### src/hw/rtl/signed_integer_to_decimal_text_defines.svh
// Assertion helpers shared by the RTL.
`ifndef SIGNED_INTEGER_TO_DECIMAL_TEXT_DEFINES_SVH
`define SIGNED_INTEGER_TO_DECIMAL_TEXT_DEFINES_SVH

// Same-cycle implication, held off during reset.
`define SIDT_ASSERT_NOW(label, clk, rst_n, ante, cons) \
    label: assert property (@(posedge clk) disable iff (!rst_n) (ante) |-> (cons)) \
        else $error("assertion failed");

// Next-cycle implication, held off during reset.
`define SIDT_ASSERT_NEXT(label, clk, rst_n, ante, cons) \
    label: assert property (@(posedge clk) disable iff (!rst_n) (ante) |=> (cons)) \
        else $error("assertion failed");

`endif

### src/hw/rtl/sidt_pkg.sv
package sidt_pkg;

    localparam int unsigned NumWidth   = 32;
    localparam int unsigned NumDigits  = 10;
    localparam int unsigned BcdWidth   = 4 * NumDigits;
    localparam int unsigned CharWidth  = 6;
    localparam int unsigned BitCntW    = $clog2(NumWidth);
    localparam int unsigned DigCntW    = $clog2(NumDigits + 1);

    localparam logic [CharWidth-1:0] AsciiZero  = CharWidth'(48);
    localparam logic [CharWidth-1:0] AsciiMinus = CharWidth'(45);

    typedef enum logic [2:0] {
        ST_IDLE,
        ST_CONV,
        ST_SKIP,
        ST_SIGN,
        ST_EMIT
    } state_t;

    // Add three to a BCD digit of five or more ahead of the doubling shift.
    function automatic logic [3:0] dabble(input logic [3:0] d);
        logic [3:0] r;
        begin
            if (d >= 4'd5)
            begin
                r = d + 4'd3;
            end
            else
            begin
                r = d;
            end
            return r;
        end
    endfunction

endpackage

### src/hw/rtl/signed_integer_to_decimal_text.sv
// Channel  | Ports                  | Handshake
// ---------+------------------------+------------------------------------------
// input    | number                 | word taken when start is high, busy low
// output   | character, last_char   | strobe marks one word for one cycle
//
// The accepting edge loads the magnitude. The shift-add-3 BCD unit then converts it one
// binary bit at a time, and a second phase drops leading zeros one by one, keeping at
// least one digit, leaves the drop step and emits the digits. A negative number gets a
// minus sign ahead of the digits. Characters come back to back; busy drops as the last
// one is registered. Reset clears the sequencer and the strobe. The receiver cannot stall.
`include "signed_integer_to_decimal_text_defines.svh"

module signed_integer_to_decimal_text (
    input  logic                          clk,
    input  logic                          rst_n,
    input  logic                          start,
    input  logic signed [31:0]            number,
    output logic                          busy,
    output logic                          strobe,
    output logic [5:0]                    character,
    output logic                          last_char
);
    import sidt_pkg::*;

    state_t                  state_reg, state_next;
    logic [NumWidth-1:0]     bin_reg, bin_next;
    logic [BcdWidth-1:0]     bcd_reg, bcd_next;
    logic [BitCntW-1:0]      bit_cnt_reg, bit_cnt_next;
    logic [DigCntW-1:0]      dig_cnt_reg, dig_cnt_next;
    logic                    neg_reg, neg_next;
    logic                    strobe_reg, strobe_next;
    logic [CharWidth-1:0]    char_reg, char_next;
    logic                    last_reg, last_next;
    logic [BcdWidth-1:0]     bcd_adj;
    logic [3:0]              top_digit;

    always_comb
    begin
        for (int i = 0; i < NumDigits; i++)
        begin
            bcd_adj[4*i +: 4] = dabble(bcd_reg[4*i +: 4]);
        end
    end

    assign top_digit = bcd_reg[BcdWidth-1 -: 4];

    always_ff @(posedge clk or negedge rst_n)
    begin
        if (!rst_n)
        begin
            state_reg  <= ST_IDLE;
            strobe_reg <= 1'b0;
        end
        else
        begin
            state_reg  <= state_next;
            strobe_reg <= strobe_next;
        end
    end

    always_ff @(posedge clk)
    begin
        bin_reg     <= bin_next;
        bcd_reg     <= bcd_next;
        bit_cnt_reg <= bit_cnt_next;
        dig_cnt_reg <= dig_cnt_next;
        neg_reg     <= neg_next;
        char_reg    <= char_next;
        last_reg    <= last_next;
    end

    always_comb
    begin
        state_next   = state_reg;
        bin_next     = bin_reg;
        bcd_next     = bcd_reg;
        bit_cnt_next = bit_cnt_reg;
        dig_cnt_next = dig_cnt_reg;
        neg_next     = neg_reg;
        strobe_next  = 1'b0;
        char_next    = char_reg;
        last_next    = last_reg;
        case (state_reg)
            ST_IDLE:
            begin
                if (start)
                begin
                    neg_next     = number[NumWidth-1];
                    bin_next     = number[NumWidth-1] ? (NumWidth'(0) - NumWidth'(number))
                                                      : NumWidth'(number);
                    bcd_next     = '0;
                    bit_cnt_next = '0;
                    dig_cnt_next = DigCntW'(NumDigits);
                    state_next   = ST_CONV;
                end
            end
            ST_CONV:
            begin
                // adjust, then shift one binary bit into the BCD digits
                bcd_next     = {bcd_adj[BcdWidth-2:0], bin_reg[NumWidth-1]};
                bin_next     = {bin_reg[NumWidth-2:0], 1'b0};
                bit_cnt_next = bit_cnt_reg + BitCntW'(1);
                if (bit_cnt_reg == BitCntW'(NumWidth - 1))
                begin
                    state_next = ST_SKIP;
                end
            end
            ST_SKIP:
            begin
                // drop leading zeros, keep at least one digit
                if ((top_digit == 4'd0) && (dig_cnt_reg != DigCntW'(1)))
                begin
                    bcd_next     = {bcd_reg[BcdWidth-5:0], 4'd0};
                    dig_cnt_next = dig_cnt_reg - DigCntW'(1);
                end
                else if (neg_reg)
                begin
                    state_next = ST_SIGN;
                end
                else
                begin
                    state_next = ST_EMIT;
                end
            end
            ST_SIGN:
            begin
                strobe_next = 1'b1;
                char_next   = AsciiMinus;
                last_next   = 1'b0;
                state_next  = ST_EMIT;
            end
            ST_EMIT:
            begin
                strobe_next  = 1'b1;
                char_next    = AsciiZero + CharWidth'(top_digit);
                last_next    = (dig_cnt_reg == DigCntW'(1));
                bcd_next     = {bcd_reg[BcdWidth-5:0], 4'd0};
                dig_cnt_next = dig_cnt_reg - DigCntW'(1);
                if (dig_cnt_reg == DigCntW'(1))
                begin
                    state_next = ST_IDLE;
                end
            end
            default:
            begin
                state_next = ST_IDLE;
            end
        endcase
    end

    assign busy      = (state_reg != ST_IDLE);
    assign strobe    = strobe_reg;
    assign character = char_reg;
    assign last_char = strobe_reg & last_reg;

    `SIDT_ASSERT_NEXT(a_start_busy, clk, rst_n, start && !busy, busy)
    `SIDT_ASSERT_NOW(a_strobe_state, clk, rst_n, strobe,
        (state_reg == ST_EMIT) || (state_reg == ST_IDLE))
    `SIDT_ASSERT_NOW(a_last_idle, clk, rst_n, last_char, state_reg == ST_IDLE)
    `SIDT_ASSERT_NOW(a_char_code, clk, rst_n, strobe,
        (character == AsciiMinus) || ((character >= AsciiZero) &&
        (character <= AsciiZero + CharWidth'(9))))
    `SIDT_ASSERT_NOW(a_minus_not_last, clk, rst_n, strobe && (character == AsciiMinus),
        !last_char)

endmodule

### config.mk
export PLATFORM = sky130hd
export DESIGN_NAME = signed_integer_to_decimal_text
export DESIGN_NICKNAME = d
export VERILOG_FILES = /design/src/hw/rtl/sidt_pkg.sv /design/src/hw/rtl/signed_integer_to_decimal_text.sv
export VERILOG_INCLUDE_DIRS = /design/src /design/src/hw/rtl
export SDC_FILE = /design/constraint.sdc
export NUM_CORES = 1
export LEC_CHECK = 0
export ABC_CLOCK_PERIOD_IN_PS = 4800
export BUFFER_PORTS_ARGS = -buffer_cell sky130_fd_sc_hd__buf_2
export CORE_UTILIZATION = 30
export CTS_CLUSTER_DIAMETER = 40
export DETAILED_ROUTE_END_ITERATION = 10
export SYNTH_ARGS = -nofsm -noshare
export SYNTH_HDL_FRONTEND = slang
export SYNTH_SLANG_ARGS = --single-unit
### constraint.sdc
create_clock -name clk -period 4.8 [get_ports clk]
set_clock_uncertainty 0.15 [all_clocks]
set_input_delay 0 -clock clk [delete_from_list [all_inputs] [get_ports clk]]
set_output_delay 0 -clock clk [all_outputs]
set_load 0.03 [all_outputs]
# Word-level counts from Yosys, hierarchy flattened
# Index checks and enable logic that the tools add are counted.
[classes] n_addsub=14 magnitude_cmp=10 eq_ne=12 n_mux=30 bitwise=1 n_reduce_logical=14
[op_table] operator="40-bit case mux with 4 select lines" n=1
[op_table] operator="40-bit 2-to-1 mux" n=2
[op_table] operator="32-bit 2-to-1 mux" n=2
[op_table] operator="32-bit case mux with 2 select lines" n=1
[op_table] operator="4-bit 2-to-1 mux" n=11
[op_table] operator="4-bit by 3-bit >= comparator with 1-bit output (second input constant)" n=10
[op_table] operator="4-bit by 2-bit adder with 4-bit output (second input constant)" n=9
[op_table] operator="1-bit by 32-bit subtractor with 32-bit output (first input constant)" n=1
[op_table] operator="3-bit 2-to-1 mux" n=6
[op_table] operator="3-bit case mux with 5 select lines" n=1
[op_table] operator="4-bit case mux with 3 select lines" n=1
[op_table] operator="6-bit case mux with 2 select lines" n=1
[op_table] operator="2-bit != test (second input constant)" n=5
[op_table] operator="5-bit case mux with 2 select lines" n=1
[op_table] operator="5-bit by 5-bit adder with 6-bit output (first input constant)" n=1
[op_table] operator="3-bit by 2-bit == test with 1-bit output (second input constant)" n=2
[op_table] operator="3-bit AND reduction" n=2
[op_table] operator="3-bit nonzero test" n=2
[op_table] operator="5-bit by 1-bit adder with 5-bit output (second input constant)" n=1
[op_table] operator="5-bit == test (second input constant)" n=1
[op_table] operator="5-bit 2-to-1 mux" n=1
[op_table] operator="4-bit by 1-bit == test with 1-bit output (second input constant)" n=1
[op_table] operator="4-bit zero test" n=1
[op_table] operator="4-bit by 1-bit != test with 1-bit output (second input constant)" n=1
[op_table] operator="other kinds (14)" n=16
[totals] ff_bits=93 inputBits=35

# Logic depth before layout (Yosys ltp)
[logic_depth] word_depth=4 mapped_depth=7

# Least setup slack after synthesis
# Ideal clock, no wire load.
[synth_path] path_kind="flip-flop to flip-flop" start="register state_reg[1]" end="register bcd_reg[0], enable pin" setup_ns=0.503 arrival_ns=4.199 required_ns=4.147 slack_ns=-0.052 stages_incl_launch_ff=6 path_buffers=1 period_less_slack_ns=4.852 path_cell_list="dfrtp_1 > clkbuf_1 > nor2b_1 > nand4_1 > o21a_1 > a221oi_1"
[synth_via] elab_chain_len=3 elab_cells_between_ends=8 cone_classes="eq/ne (5); reduce/logical (3)"
[synth_rtl] item="start: declaration" line_no="signed_integer_to_decimal_text.sv:25" rtl="state_t state_reg, state_next;"
[synth_rtl] item="start signal: assignment" line_no="signed_integer_to_decimal_text.sv:56" rtl="state_reg <= state_next;"
[synth_rtl] item="3-bit == test, or another cell as far along" line_no="signed_integer_to_decimal_text.sv:83" rtl="case (state_reg)"
[synth_rtl] item="4-bit nonzero test (no line) or 2-bit != test (tied branches)"
[synth_rtl] item="3-bit AND reduction (no line) (*)"
[synth_rtl] item="end signal: assignment" line_no="signed_integer_to_decimal_text.sv:64" rtl="bcd_reg <= bcd_next;"
[synth_rtl] item="end: declaration" line_no="signed_integer_to_decimal_text.sv:27" rtl="logic [BcdWidth-1:0] bcd_reg, bcd_next;"
# Mark *: on every way between the ends. The rest lies on a longest branch, timed or not.
# A chain may end at the register's enable or synchronous reset.

# Worst setup path after layout
[layout_path] start="input number[1]" end="register bin_reg[27] (data pin)"
[layout_via] elab_chain_len=4
[layout_rtl] item="start: declaration" line_no="signed_integer_to_decimal_text.sv:17" rtl="input logic signed [31:0] number,"
[layout_rtl] item="1-bit by 32-bit subtractor with 32-bit output" line_no="signed_integer_to_decimal_text.sv:89" rtl="bin_next = number[NumWidth-1] ? (NumWidth'(0) - NumWidth'(number))"
[layout_rtl] item="32-bit 2-to-1 mux" line_no="signed_integer_to_decimal_text.sv:89"
[layout_rtl] item="32-bit 2-to-1 mux" line_no="signed_integer_to_decimal_text.sv:86" rtl="if (start)"
[layout_rtl] item="32-bit case mux with 2 select lines" line_no="signed_integer_to_decimal_text.sv:83"
[layout_rtl] item="named net bin_next[27]" line_no="signed_integer_to_decimal_text.sv:26" rtl="logic [NumWidth-1:0] bin_reg, bin_next;"
[layout_rtl] item="end signal: assignment" line_no="signed_integer_to_decimal_text.sv:63" rtl="bin_reg <= bin_next;"
[layout_rtl] item="end: declaration" line_no="signed_integer_to_decimal_text.sv:26"
# The timed path passes the listed nets, and every way through them passes these cells. The select of a mux whose other input is x is not followed.

==> run metrics <==
status finished with violations; violated checks DRC; Die Y-Extent ~140 µm; share of post-route cells with drive strength above 1 between 10% and 20%; Crit Path Category in2reg; Yosys top cell by area edfxtp_1; area delta synth->final 20.26%; die width 138.2 µm; Post-CTS Setup Bufs 0; Port Buffer Count 42; area occupied by registers between 2000 and 3000 µm²; drt drc 6; Setup TNS 0 ns; # resized after CTS 0; Vias between 4000 and 5000; Startpoint Class primary input; Avg Inst Size Synth 10.06 µm²; first-pass GRT wire length roughly 20 mm; Core Util, Final approximately 37%; clk_lat worst skew about 0.35 ns; Antenna Nets Post-Route 0; number of diodes 0; Max stage delay cell, worst path or4_1; Fmax around 370 MHz; Clock Path Buffers 2; r2r setup slk around 2.2 ns; minimum clock period 2.692 ns; max-slew violations 0; hold depth 3; Vias/cell 5.018; Synth top area share 47.48%; Fill cells 1743; crit path max fanout 8; share of total power in the clock network 21.3%; Overflow after GRT 0; Worst R2R End bcd_reg[36]; Core ar. ~18000 µm²; #FFs+latches synth 92; Syn Std Cell Area 5565 µm²; worst vdd ir approximately 0.27 mV; reg2reg path depth 5; Worst EP arrival around 2.6 ns; worst hold start number[4]; CTS root buf clkbuf_16; Min-Delay Endpoint bin_reg[4]; I/O pin count 44; most common cell in the synthesized netlist edfxtp_1; DRT iter0 DRCs 295; EDFF count, synth 88; worst slew pin tran 0.7530 ns; DP Wirelength between 7 and 8 mm; # rows 49; LEAKAGE about 2.5 nW; Sequential Power Share between 40% and 50%; synth cell count leaders 88 x edfxtp_1, 64 x nand2_1, 63 x o21ai_0, 38 x a21oi_1, 36 x nor2_1; H-tree lvl count 3; dominant cells by area after synthesis edfxtp_1 47%, ha_1 5.8%, o21ai_0 5.7%; CTS sink count 92; Comb pwr share about a third; # setup viols final 0; Final Hold Viols 0; gpl congestion roughly 0.84; multi-input combinational cell area between 2000 and 3000 µm²; CTS hold repair buffers 34; max FFs per register 40; CP peak stage delay 0.69 ns; asr flop ratio synth under 10%; post-DR wirelength/cell between 10 and 15 µm; Initial Util between 30% and 40%; PwrDens about 540 nW/µm²; Hold Path Class in2reg; vias in the first global route around 4200; sequential-to-total area share from yosys stat 49.28%; Final Net Count 680; die area about 19000 µm²; NetSw between 1 and 1.5 mW; Setup WS pre-CTS between 2 and 2.5 ns; Worst Slack Setup Final 2.108 ns; RSZ-0062 raised after global routing false; max_slew headroom between 40% and 50%; Ys Warns 0; Reg clk slew, reported paths roughly 0.060 ns; initial antenna violation count 0; Int Pwr 2.382 mW; Syn Nets ~600; Net Sw Frac between 30% and 40%; Pre-Repair DR Iteration Count 8; critical path required time 4.71 ns; CP endpoint kind flip-flop; crit-path cells dlygate4sd3_1, buf_2, or4_1, or4b_4, nor4b_4, or3_1, a31oi_1; DRT Wirelength roughly 12 mm; Crit Reg-Reg Startpoint state_reg[0]; Tcrit/Tclk final approximately 56%; Top FF cell, synth edfxtp_1; cell count after synthesis around 550; Maximum Capacitance Violations 0; CTS tree done; GR Util All Layers between 10% and 20%; number of distinct library cells after synthesis between 50 and 60; largest net degree at the start of global routing 47; TritonCTS Buffers 9
==> stage by stage <==
step           cell area, µm²  power [mW]  hold slack [ns]  cells
3_3_place_gp             6027       2.805          -0.3354    803
4_1_cts                  6693       3.686         0.001727    853
6_report                 6693       3.645         0.001602    853
2_1_floorplan            5572       2.538          -0.4456    553
5_1_grt                  6693       3.949          0.03442    853
3_5_place_dp             6027       2.868          -0.3346    803
==> area by class of cell <==
class | instances | area share (%)
Clock buffer | 11 | 3.627
Clock inverter | 5 | 1.234
Inverter | 29 | 1.626
Multi-Input combinational cell | 406 | 39.47
Sequential cell | 92 | 40.98
Tap cell | 229 | 4.281
Timing Repair Buffer | 81 | 8.787
==> routing by layer <==
metal  track usage (%)  share of wire (%)
met3             2.840                4.2
met1             17.08                 47
met5                 0                  0
met2             20.52                 47
met4             4.376                1.6
==> cells by family after synthesis <==
kind of cell,Yosys count,share of synthesized area (%)
AO/OA/AOI/OAI,152,16.30
XOR/XNOR,45,7.082
adder cells (fa/ha/maj),26,5.845
buffers and inverters,55,3.957
flip-flops,92,49.28
multiplexers,2,0.3597
other,1,0.06738
AND/OR/NAND/NOR,180,17.11
==> power groups by stage <==
stage / Sequential [mW] / Clock, mW / Combinational, mW
2_1_floorplan: 1.56 / 0 / 0.974
3_3_place_gp: 1.63 / 0 / 1.18
3_5_place_dp: 1.64 / 0 / 1.23
4_1_cts: 1.63 / 0.801 / 1.26
5_1_grt: 1.68 / 0.828 / 1.44
6_report: 1.63 / 0.776 / 1.24
==> how the worst max path moves through the flow <==
stage	endpoint	depth (start not counted)	start
CTS	bin_reg[27]	7	number[1]
global route	bin_reg[22]	9	number[0]
global placement	bcd_reg[16]	5	state_reg[1]
floorplan	bin_reg[0]	2	state_reg[2]
finish	bin_reg[27]	7	number[1]
detailed placement	bcd_reg[36]	5	state_reg[0]
==> placed cells by master (no fill, tap or decap), types with 7 or more instances in the layout <==
master	instances
and2_1	7
nand2b_1	12
nor2_1	36
clkbuf_16	9
a22o_1	7
nand2_1	64
inv_1	29
dlygate4sd3_1	34
ha_1	26
o21ai_0	63
xor2_1	26
o31ai_1	18
or3_1	9
xnor2_1	19
a21oi_1	37
nor3_1	8
edfxtp_1	88
nor3b_1	14
buf_2	42
==> critical path, delay by kind of cell <==
family,cells,cell delay (ns)
compound gates,1,0.08
simple gates,4,1.85
buf+inv,2,0.67
(Power assumes the default switching activity.)
